--- src/sv/owo_pkg.sv ---
// Shared types, codes and constants of the omni wheel odometry block.
// No dependencies.
package owo_pkg;

    localparam logic [31:0] CORDIC_GAIN_Q32 = 32'd2608131496;
    localparam logic [31:0] FWD_COEF_RST    = 32'd47114331;
    localparam logic [31:0] SIDE_COEF_RST   = 32'd27201459;
    localparam logic [31:0] TURN_COEF_RST   = 32'd44539575;

    localparam int VW = 38;
    localparam int AW = 71;

    typedef enum logic [1:0] {
        REG_FWD_COEF  = 2'd0,
        REG_SIDE_COEF = 2'd1,
        REG_TURN_COEF = 2'd2,
        REG_NONE      = 2'd3
    } reg_idx_t;

    typedef enum logic [2:0] {
        OP_FWD  = 3'd0,
        OP_SIDE = 3'd1,
        OP_TURN = 3'd2,
        OP_GX   = 3'd3,
        OP_GY   = 3'd4
    } op_t;

    typedef enum logic [3:0] {
        ST_IDLE,
        ST_COMB,
        ST_MSET,
        ST_MLO,
        ST_MHI,
        ST_MACC,
        ST_MWB,
        ST_PREROT,
        ST_CORDIC,
        ST_UPDATE
    } state_t;

    typedef struct packed {
        logic       load_in;
        logic       comb;
        logic       mset;
        logic       mlo;
        logic       mhi;
        logic       macc;
        logic       mwb;
        logic       prerot;
        logic       cstep;
        logic       update;
        op_t        op;
        logic [4:0] cidx;
    } owo_cmd_t;

    typedef struct packed {
        logic out_busy;
    } owo_stat_t;

    function automatic logic [31:0] atan_units(input logic [4:0] i);
        logic [31:0] r;
        case (i)
            5'd0:  r = 32'd536870912;
            5'd1:  r = 32'd316933406;
            5'd2:  r = 32'd167458907;
            5'd3:  r = 32'd85004756;
            5'd4:  r = 32'd42667331;
            5'd5:  r = 32'd21354465;
            5'd6:  r = 32'd10679838;
            5'd7:  r = 32'd5340245;
            5'd8:  r = 32'd2670163;
            5'd9:  r = 32'd1335087;
            5'd10: r = 32'd667544;
            5'd11: r = 32'd333772;
            5'd12: r = 32'd166886;
            5'd13: r = 32'd83443;
            5'd14: r = 32'd41722;
            5'd15: r = 32'd20861;
            5'd16: r = 32'd10430;
            5'd17: r = 32'd5215;
            5'd18: r = 32'd2608;
            5'd19: r = 32'd1304;
            5'd20: r = 32'd652;
            5'd21: r = 32'd326;
            5'd22: r = 32'd163;
            5'd23: r = 32'd81;
            5'd24: r = 32'd41;
            5'd25: r = 32'd20;
            5'd26: r = 32'd10;
            5'd27: r = 32'd5;
            5'd28: r = 32'd3;
            5'd29: r = 32'd1;
            5'd30: r = 32'd1;
            default: r = 32'd0;
        endcase
        return r;
    endfunction

endpackage

--- src/sv/owo_ctrl.sv ---
// Sequencer of the omni wheel odometry block: steps the datapath through
// deltas, shared multiplies and CORDIC iterations. Depends on owo_pkg.
module owo_ctrl
    import owo_pkg::*;
#(
    parameter int CORDIC_ITERATIONS = 24
) (
    input  logic      aclk,
    input  logic      aresetn,
    input  logic      s_valid,
    output logic      s_ready,
    input  owo_stat_t stat,
    output owo_cmd_t  cmd
);

    localparam int CW = (CORDIC_ITERATIONS > 1) ? $clog2(CORDIC_ITERATIONS) : 1;

    state_t         state_reg, state_next;
    op_t            op_reg, op_next;
    logic [CW-1:0]  cnt_reg, cnt_next;

    always_ff @(posedge aclk) begin
        if (!aresetn) begin
            state_reg <= ST_IDLE;
            op_reg    <= OP_FWD;
            cnt_reg   <= '0;
        end else begin
            state_reg <= state_next;
            op_reg    <= op_next;
            cnt_reg   <= cnt_next;
        end
    end

    always_comb begin
        state_next = state_reg;
        op_next    = op_reg;
        cnt_next   = cnt_reg;
        case (state_reg)
            ST_IDLE: begin
                if (s_valid) state_next = ST_COMB;
            end
            ST_COMB: begin
                op_next    = OP_FWD;
                state_next = ST_MSET;
            end
            ST_MSET:   state_next = ST_MLO;
            ST_MLO:    state_next = ST_MHI;
            ST_MHI:    state_next = ST_MACC;
            ST_MACC:   state_next = ST_MWB;
            ST_MWB: begin
                case (op_reg)
                    OP_FWD:  begin op_next = OP_SIDE; state_next = ST_MSET; end
                    OP_SIDE: begin op_next = OP_TURN; state_next = ST_MSET; end
                    OP_TURN: state_next = ST_PREROT;
                    OP_GX:   begin op_next = OP_GY; state_next = ST_MSET; end
                    default: state_next = ST_UPDATE;
                endcase
            end
            ST_PREROT: begin
                cnt_next   = '0;
                state_next = ST_CORDIC;
            end
            ST_CORDIC: begin
                if (cnt_reg == CW'(CORDIC_ITERATIONS - 1)) begin
                    op_next    = OP_GX;
                    state_next = ST_MSET;
                end else begin
                    cnt_next = cnt_reg + 1'b1;
                end
            end
            ST_UPDATE: begin
                if (!stat.out_busy) state_next = ST_IDLE;
            end
            default: state_next = ST_IDLE;
        endcase
    end

    always_comb begin
        cmd         = '0;
        cmd.op      = op_reg;
        cmd.cidx    = 5'(cnt_reg);
        s_ready     = 1'b0;
        case (state_reg)
            ST_IDLE: begin
                s_ready     = 1'b1;
                cmd.load_in = s_valid;
            end
            ST_COMB:   cmd.comb   = 1'b1;
            ST_MSET:   cmd.mset   = 1'b1;
            ST_MLO:    cmd.mlo    = 1'b1;
            ST_MHI:    cmd.mhi    = 1'b1;
            ST_MACC:   cmd.macc   = 1'b1;
            ST_MWB:    cmd.mwb    = 1'b1;
            ST_PREROT: cmd.prerot = 1'b1;
            ST_CORDIC: cmd.cstep  = 1'b1;
            ST_UPDATE: cmd.update = !stat.out_busy;
            default:   cmd.comb   = 1'b0;
        endcase
    end

endmodule

--- config.mk ---
export PLATFORM = sky130hd
export DESIGN_NAME = owo_ctrl
export DESIGN_NICKNAME = d
export VERILOG_FILES = /design/src/sv/owo_pkg.sv /design/src/sv/owo_ctrl.sv
export SDC_FILE = /design/constraint.sdc
export NUM_CORES = 1
export LEC_CHECK = 0
export BUFFER_PORTS_ARGS = -buffer_cell sky130_fd_sc_hd__buf_2
export CAP_MARGIN = 15
export CORE_UTILIZATION = 50
export CTS_CLUSTER_DIAMETER = 40
export CTS_CLUSTER_SIZE = 12
export DETAILED_ROUTE_END_ITERATION = 16
export PLACE_DENSITY_LB_ADDON = 0.12
export SYNTH_ARGS = -nofsm -noshare
export SYNTH_HDL_FRONTEND = slang
export SYNTH_SLANG_ARGS = --single-unit
--- constraint.sdc ---
create_clock -name aclk -period 3.6 [get_ports aclk]
set_clock_uncertainty 0.05 [all_clocks]
set_input_delay 0.72 -clock aclk [delete_from_list [all_inputs] [get_ports aclk]]
set_output_delay 0.72 -clock aclk [all_outputs]
set_load 0.01 [all_outputs]
Word-level counts from Yosys, hierarchy flattened --
Cells that the tools add are included.
Operators by class: add/sub/neg operators 1, multipliers 0, div/mod/pow operators 0, $lt $le $gt $ge 0, equal/unequal tests 18, shifts and indexed selects 0, mux-type cells 21, bitwise logic cells 0, reductions and logical operators 9
Operators by type and width (count):
- one-hot mux 4 bit (10 select lines) | 1
- one-hot mux 3 bit (3 select lines) | 2
- equality test 4 x 3 -> 1 bit, second input constant | 4
- two-way mux 4 bit | 3
- two-way mux 1 bit | 11
- one-hot mux 5 bit (2 select lines) | 1
- equality test 4 x 2 -> 1 bit, second input constant | 2
- equality test 4 bit, second input constant | 2
- != test 2 bit, second input constant | 4
- one-hot mux 4 bit (2 select lines) | 1
- equality test 3 x 2 -> 1 bit, second input constant | 2
- AND reduction 3 bit | 2
- adder 5 x 1 -> 5 bit, second input constant | 1
- equality test 5 bit, second input constant | 1
- two-way mux 5 bit | 1
- equality test 4 x 1 -> 1 bit, second input constant | 1
- logical NOT 4 bit | 1
- != test 4 x 1 -> 1 bit, second input constant | 1
- equality test 3 x 1 -> 1 bit, second input constant | 1
- logical NOT 3 bit | 1
- two-way mux 3 bit | 1
- nonzero test 3 bit | 1
- OR reduction 3 bit | 1
- AND reduction 2 bit | 1
- 2 further kinds | 2
Word-level totals: flip-flop bits (word level) 12, latch bits 0, bits in writable memories 0, ROM bits 0, input port bits 4, output and inout bits 19, logic and storage cells 52, memories kept 0

Depth between registers and ports, before layout --
Gate-level depths: netlist of the first run.
word-level depth 4, gate-level depth with buffers 6, depth with buffers taken out 5

Least setup slack after synthesis of the first run --
No wires, ideal clock.
path type flip-flop to output port, from register state_reg[1], to output port cmd[17] (netlist name), data arrival time 1.415 ns, data required time 2.830 ns, setup slack 1.415 ns, cell stages (with the launch flop) 6, path buffers 2, cells stage by stage dfxtp_1 > buf_4 > or2_2 > clkbuf_1 > nor3_1 > and2_1
RTL lines:
- from (decl) | RTL line owo_ctrl.sv:18 | state_t state_reg, state_next;
- from (signal assigned) | RTL line owo_ctrl.sv:28 | state_reg <= state_next;
- to (decl) | RTL line owo_ctrl.sv:13 | output owo_cmd_t cmd

==> metrics.txt, run 1 <==
run status=finished, final reports clean; P&R area growth vs syn=18.2%; initial antenna violation count=0; WHS=458 ps; # fillers=120; Worst EP arrival=1590 ps; root buffer cell=clkbuf_4; initial core utilization=56.1%; IO Count=23; slew margin rel.=61.6%; FFs w/ async S/R, synth=0%; Max VDD drop=between 200 and 250 uV; CTS HTree Levels=1; critical path type=reg2out; Seq/Total Area, Yosys=31.7%; clock slew at reported path FFs=around 80 ps; Post-synth EDFFs=0; CP max FO=11; WP data required=around 2800 ps; CTS sink cnt=12; DR WL/cell=around 13 um; most frequently used flop master after synthesis=dfxtp_1; post-cts sizing count=0; routed wire length=~1600 um; Clk Latency, worst-skew pair=280 ps; Core Util, Final=66.3%; DR vias/cell=between 5 and 6; post-CTS setup buffers=0; DRT iter0 DRCs=14; routability congestion estimate=between 0.8 and 0.9; Placed Area=858 um^2; setup tns final=0 ps; most frequent cells in the layout=buf_2 (22), nor2_1 (12), dfxtp_1 (12), nand2_1 (6), o21ai_0 (6); I/O Buffers=22; DP HPWL=about 1200 um; TritonCTS Buffers=3; CTS tree=yes; commonest non-fill, non-tap cell in the layout=buf_2; Die ar.=0.00167 mm^2; Fmax=roughly 0.42 GHz; measured slew at the worst slew-check pin=575 ps; die height=40.9 um; final hold vios=0; Max Root-Sink Buffers=2; Tmin final=2360 ps; max FFs per register=5; Pre-Repair DR Iteration Count=4; worst hold path type=reg2reg; # diodes=0; Worst setup EP type=primary output; Final #Nets=119; largest net degree at the start of global routing=18; R2R Setup Slk=1740 ps; final slew viol count=0; Mapped Nets=98; DRC errors left=0; vias=733; layout cells sized above 1=28.3%; cell row count=13; vias in the first global route=roughly 550; Mapped Area=roughly 760 um^2; power per cell area=395 mW/mm^2; Post-Syn Area per Cell=approximately 8 um^2; die width=40.9 um; Pleak=0.395 nW; Remaining Overflow, GRT=0; Critical Path Start Type=flip-flop; Yosys reg bits=12; Gate Count Post-Synth=93; post-route cell area=895 um^2; Overall Global Routing Usage=22.5%; core area=0.00135 mm^2; CTS Hold Bufs=0; Synth cell types=38; # setup viols final=0; max-cap violations=0; RSZ-0062 raised after global routing=no; yosys warns=0; antenna viol nets, final=0; first-pass GRT wire length=between 2000 and 2500 um; period utilization=65.6%
==> cells by family (layout without fill, tap and decap cells) <==
family          count (synthesis)  after routing  share of synthesized area (%)
buf+inv                         7             27                           4.13
simple gates                   48             48                           38.2
fa+ha+maj                       1              1                           1.65
compound gates                 21             21                           19.3
flops                          12             12                           31.7
xor+xnor                        2              2                           2.31
mux                             2              2                           2.64
==> area by class of cell <==
cell class	instances	area, um^2	share of cell area, %
multi-input cells	74	485	54.3
repair buffers	22	110	12.3
inverters	1	3.75	0.420
flip-flops and latches	12	240	26.9
well taps	15	18.8	2.10
clock buffers	4	36.3	4.06
==> metal layers <==
layer	GRT usage, %	up-vias	wire length (um)
li1	-	377	-
met1	30.1	329	784
met2	33.2	22	710
met3	4.89	5	83
met4	11.7	0	34
met5	0	-	0
==> power breakdown <==
part	total (mW)	internal [mW]	switching [mW]
clock network	0.110	0.0616	0.0485
registers	0.165	0.141	0.0241
logic	0.0779	0.0364	0.0415
total	0.353	0.239	0.114
==> synth_stat cells (all sizes together) (3+ instances only) <==
library cell | count | area [um^2]
nor2 | 12 | 45.0
clkbuf | 4 | 15.0
nor3 | 4 | 20.0
nand3 | 5 | 25.0
nand2b | 4 | 25.0
dfxtp | 12 | 240
nand2 | 6 | 22.5
o21ai | 6 | 30.0
and2 | 3 | 18.8
a21oi | 4 | 23.8
==> worst max-delay path, stage by stage (launching register included) <==
cell     delay (ps)
dfxtp_1         450
or2_2           390
nor3_1          190
and2_1          160
buf_2           120
==> stage by stage <==
stage	power [mW]	setup slack (ps)	instances
2_1_floorplan	0.224	1410	93
3_5_place_dp	0.245	1560	124
3_3_place_gp	0.243	1610	124
4_1_cts	0.355	1240	128
5_1_grt	0.373	1110	128
6_report	0.353	1240	128
==> path summary, 6_finish.rpt <==
path / startpoint / endpoint / cells after the start
worst min-delay path: cnt_reg[1]$_SDFFE_PN0P_ / cnt_reg[1]$_SDFFE_PN0P_ / 2
worst max-delay path: state_reg[1]$_SDFFE_PN0P_ / cmd[17] / 4
worst min register to register: cnt_reg[1]$_SDFFE_PN0P_ / cnt_reg[1]$_SDFFE_PN0P_ / 2
worst max register to register: cnt_reg[0]$_SDFFE_PN0P_ / op_reg[2]$_SDFFE_PN0P_ / 5
Power figures use the tool's default switching activity.
==> run 2: changes to the inputs <==
ABC_AREA = 1   (was default)
CORE_UTILIZATION = 49   (was 50)
clock period = 2.4 ns   (was 3.6 ns; I/O delays follow)
==> run 2 against run 1 <==
Effect of this change: critical path depth up 1; combinational power up 96%; highest routed layer unchanged; first-iteration DRC count up 29%; worst hold slack worse by 32 ps; area after synthesis down 0.17%; clock-buffer cell count unchanged; via count up 12%; sequential power up 41%; cell area up 2.9%; routed wire length up 2.8%.
==> metrics.txt, run 2 <==
most frequent cells in the layout=nand2_1 (29), nor2_1 (28), buf_2 (22), inv_1 (16), dfxtp_1 (12); Pleak=0.497 nW; DRC errors left=0; run status=finished, final reports clean; Fmax=0.560 GHz; CTS tree=yes; die width=around 41 um; root buffer cell=clkbuf_4; Mapped Nets=128; most frequently used flop master after synthesis=dfxtp_1; Clk Latency, worst-skew pair=270 ps; critical path type=reg2out; slew margin rel.=82.5%; Mapped Area=756 um^2; Seq/Total Area, Yosys=about a third; WP data required=1870 ps; Remaining Overflow, GRT=0; leading post-synthesis cells by cell area=dfxtp_1 (32%), nand2_1 (14%), nor2_1 (14%), inv_1 (7.9%), nand3_1 (4.6%); post-synth top area share=31.8%; worst r2r path cells=9; # setup viols final=0; Critical Path Start Type=flip-flop; DRT iter0 DRCs=18; Hold Crit Start=aresetn; cell accounting for the most synthesized area=dfxtp_1; cell row count=13; Tmin final=1790 ps; most frequent cell after synthesis=nand2_1; met3 Use GR=3.26%; Yosys reg bits=12; initial antenna violation count=0; hold endpoint=op_reg[1]$_SDFFE_PN0P_; TritonCTS Buffers=3; RSZ-0062 raised after global routing=no; reg2reg end=op_reg[2]$_SDFFE_PN0P_; Synth cell types=20; Worst setup EP type=primary output; final slew viol count=0; reg2reg start=cnt_reg[0]$_SDFFE_PN0P_; P&R area growth vs syn=21.9%; commonest cells in the synthesized netlist=nand2_1 (29), nor2_1 (28), inv_1 (16); post-cts sizing count=0; Gate Count Post-Synth=123; antenna viol nets, final=0; DR vias/cell=5.01; setup tns final=0 ps; vias in the first global route=just over 600; largest net degree at the start of global routing=8; initial core utilization=55.3%; routability congestion estimate=0.741; Pre-Repair DR Iteration Count=4; Setup WS post-layout=between 600 and 700 ps; Worst EP arrival=1260 ps; Max Root-Sink Buffers=2; die height=41.3 um; met2 Usage GRT=40.2%; worst slack at placement=871 ps; CP max FO=4; yosys warns=0; CTS Hold Bufs=0; vias=821; Core Util, Final=between 60 and 70%; first-pass GRT wire length=around 2400 um; Overall Global Routing Usage=~22%; Max VDD drop=roughly 340 uV; I/O Buffers=22; power per cell area=593 mW/mm^2; core area=0.00137 mm^2; commonest non-fill, non-tap cell in the layout=nand2_1; Post-synth EDFFs=0; DR WL/cell=between 10 and 15 um; global routing's busiest layer=met2; CTS HTree Levels=1; max-cap violations=0; max FFs per register=5; post-CTS setup buffers=0; clock slew at reported path FFs=around 80 ps; met1 GRT Util=25.1%; final hold vios=0; IO Count=23; measured slew at the worst slew-check pin=262 ps; Hold Crit Depth=3; layout cells sized above 1=26.2%; R2R Setup Slk=970 ps; # diodes=0; DP HPWL=1350 um; Die ar.=0.00170 mm^2; worst hold path type=in2reg; CTS sink cnt=12; routed wire length=1660 um; period utilization=74.4%; Post-Syn Area per Cell=approximately 6.1 um^2; Final #Nets=155; FFs w/ async S/R, synth=0%
==> run 2: final cells by class <==
type | count | area [um^2]
inverters | 19 | 71.3
multi-input cells | 92 | 444
well taps | 15 | 18.8
clock buffers | 4 | 36.3
flip-flops and latches | 12 | 240
repair buffers | 22 | 110
fillers | 133 | 445
==> run 2: worst max path at each step <==
stage | startpoint | end | slack (ps) | depth (start not counted)
after floorplan | stat | cmd[8] | 960 | 1
after global placement | stat | cmd[8] | 900 | 3
after detailed placement | stat | cmd[8] | 870 | 3
after CTS | state_reg[2]$_SDFFE_PN0P_ | cmd[12] | 600 | 5
after global routing | state_reg[2]$_SDFFE_PN0P_ | cmd[12] | 520 | 5
final | state_reg[2]$_SDFFE_PN0P_ | cmd[12] | 610 | 5
==> run 2: power breakdown <==
part | internal (mW) | switching [mW]
registers | 0.214 | 0.0177
clock network | 0.0923 | 0.0694
logic | 0.0529 | 0.0997
==> run 2: per-layer routing <==
layer | wire length (um) | share of wire [%]
met5 | 0 | 0
met4 | 27 | 1.6
met2 | 807 | 49
met1 | 733 | 44
met3 | 90 | 5.4
==> run 2: cells by family after synthesis <==
| family | Yosys count | synth area share [%] |
|---|---|---|
| buffers and inverters | 19 | 9.44 |
| flip-flops | 12 | 31.8 |
| adder cells (fa/ha/maj) | 1 | 1.66 |
| AND/OR/NAND/NOR | 77 | 47.2 |
| AO/OA/AOI/OAI | 14 | 9.93 |
==> run 2: stage by stage <==
step	std cells	cell area [um^2]	hold WS, ps	total power [mW]
6_report	164	921	426	0.546
5_1_grt	164	921	437	0.586
4_1_cts	164	921	424	0.552
3_5_place_dp	160	885	457	0.389
3_3_place_gp	160	885	455	0.387
2_1_floorplan	123	756	481	0.344
==> run 2: worst max-delay path, cell delays in order (launching register included) <==
cell and delay (ps):
dfxtp_1 390, inv_1 70, nor2_1 220, nand2_1 120, inv_1 70, buf_2 120
==> run 3: changes to the inputs <==
clock period = 1.8 ns   (was 2.4 ns; I/O delays follow)
==> run 3 against run 2 <==
Effect of this change: register-to-register slack worse by 600 ps; combinational power grew 34%; clock-buffer cell count shrank 1; power grew 24%; routed wire length is 1.6% higher.
==> metrics.txt, run 3 (synthesis results as in run 2) <==
post-cts sizing count=0; Hold Crit Start=aresetn; DR vias/cell=5.07; vias=827; max-cap violations=0; measured slew at the worst slew-check pin=275 ps; DP HPWL=1350 um; Hold Crit Depth=3; reg2reg end=op_reg[2]$_SDFFE_PN0P_; Placed Area=around 900 um^2; die width=41.3 um; post-CTS setup buffers=0; hold endpoint=op_reg[1]$_SDFFE_PN0P_; Worst EP arrival=about 1300 ps; # fillers=120; power per cell area=746 mW/mm^2; setup tns final=0 ps; Tmin final=1670 ps; routability congestion estimate=0.758; CTS Hold Bufs=0; fin cells=163; Critical Path Start Type=flip-flop; commonest non-fill, non-tap cell in the layout=nand2_1; DRC errors left=0; final hold vios=0; worst hold path type=in2reg; cell row count=13; Final #Nets=155; IO Count=23; period utilization=between 90 and 100%; # placed instances=160; Tot Pwr=677 uW; root buffer cell=clkbuf_4; CTS HTree Levels=1; # diodes=0; DRT iter0 DRCs=24; antenna viol nets, final=0; Max Root-Sink Buffers=2; initial antenna violation count=0; initial core utilization=55.3%; # setup viols final=0; Clk Latency, worst-skew pair=270 ps; slew margin rel.=81.6%; TritonCTS Buffers=3; P&R area growth vs syn=20.0%; clock slew at reported path FFs=70 ps; most frequent cells in the layout=nand2_1 (29), nor2_1 (28), buf_2 (22), inv_1 (16), dfxtp_1 (12); Worst setup EP type=primary output; vias in the first global route=657; CP max FO=4; max FFs per register=5; WHS=316 ps; die height=41.3 um; layout cells sized above 1=25.7%; I/O Buffers=22; largest net degree at the start of global routing=8; DR WL/cell=about 10 um; Pre-Repair DR Iteration Count=4; RSZ-0062 raised after global routing=no; CTS sink cnt=12; R2R Setup Slk=370 ps; core area=around 0.0014 mm^2; routed wire length=1680 um; Remaining Overflow, GRT=0; final slew viol count=0; CTS tree=yes; critical path type=reg2out; Fmax=0.598 GHz; Max VDD drop=477 uV; post-route cell area=907 um^2; first-pass GRT wire length=2680 um; Die ar.=0.00170 mm^2; run status=finished, final reports clean; Pleak=0.490 nW; worst r2r path cells=9; reg2reg start=cnt_reg[0]$_SDFFE_PN0P_; WP data required=~1400 ps; Overall Global Routing Usage=24.5%
-- run 3: cell count changes in the layout (fill, tap and decap cells not counted) --
cell / previous run / this run
clkbuf_8: 1 / 0
-- run 3: critical path: stages, from the launching register on --
cell,delay [ps]
dfxtp_1,390
inv_1,70
nor2_1,220
nand2_1,120
inv_1,70
buf_2,120
-- run 3: worst max-delay path by stage --
stage                                    to                      start  depth (start not counted)
finish                              cmd[12]  state_reg[2]$_SDFFE_PN0P_                          5
global route                        cmd[12]  state_reg[2]$_SDFFE_PN0P_                          5
CTS                                 cmd[12]  state_reg[2]$_SDFFE_PN0P_                          5
detailed placement   op_reg[2]$_SDFFE_PN0P_    cnt_reg[1]$_SDFFE_PN0P_                          9
global placement    cnt_reg[1]$_SDFFE_PN0P_  state_reg[2]$_SDFFE_PN0P_                          7
floorplan           cnt_reg[0]$_SDFFE_PN0P_    cnt_reg[0]$_SDFFE_PN0P_                          8
-- run 3: final cells by class --
type	count	area, um^2	share of cell area (%)
multi-input cells	92	444	49.0
flip-flops and latches	12	240	26.5
repair buffers	22	110	12.1
inverters	19	71.3	7.86
clock buffers	3	22.5	2.48
well taps	15	18.8	2.07
-- run 3: per-layer routing --
layer | share of wire, % | track usage, % | vias to the layer above
met1 | 47 | 30.9 | 363
li1 | - | - | 440
met5 | 0 | 0 | -
met2 | 47 | 39.1 | 19
met4 | 2.2 | 12.1 | 0
met3 | 4.2 | 4.89 | 5
-- run 3: power breakdown --
part           total (mW)  switching, mW  leakage [nW]  internal, mW
Combinational       0.205          0.135         0.379        0.0706
Sequential          0.310         0.0239        0.0975         0.286
Clock               0.161         0.0838        0.0138        0.0775
-- run 3: stage by stage --
step                utilization, %  worst slack (ps)
floorplan                        -               455
global placement              64.7               440
detailed placement            64.7               396
CTS                           66.4               114
global route                  66.4              29.8
finish                        66.4               129
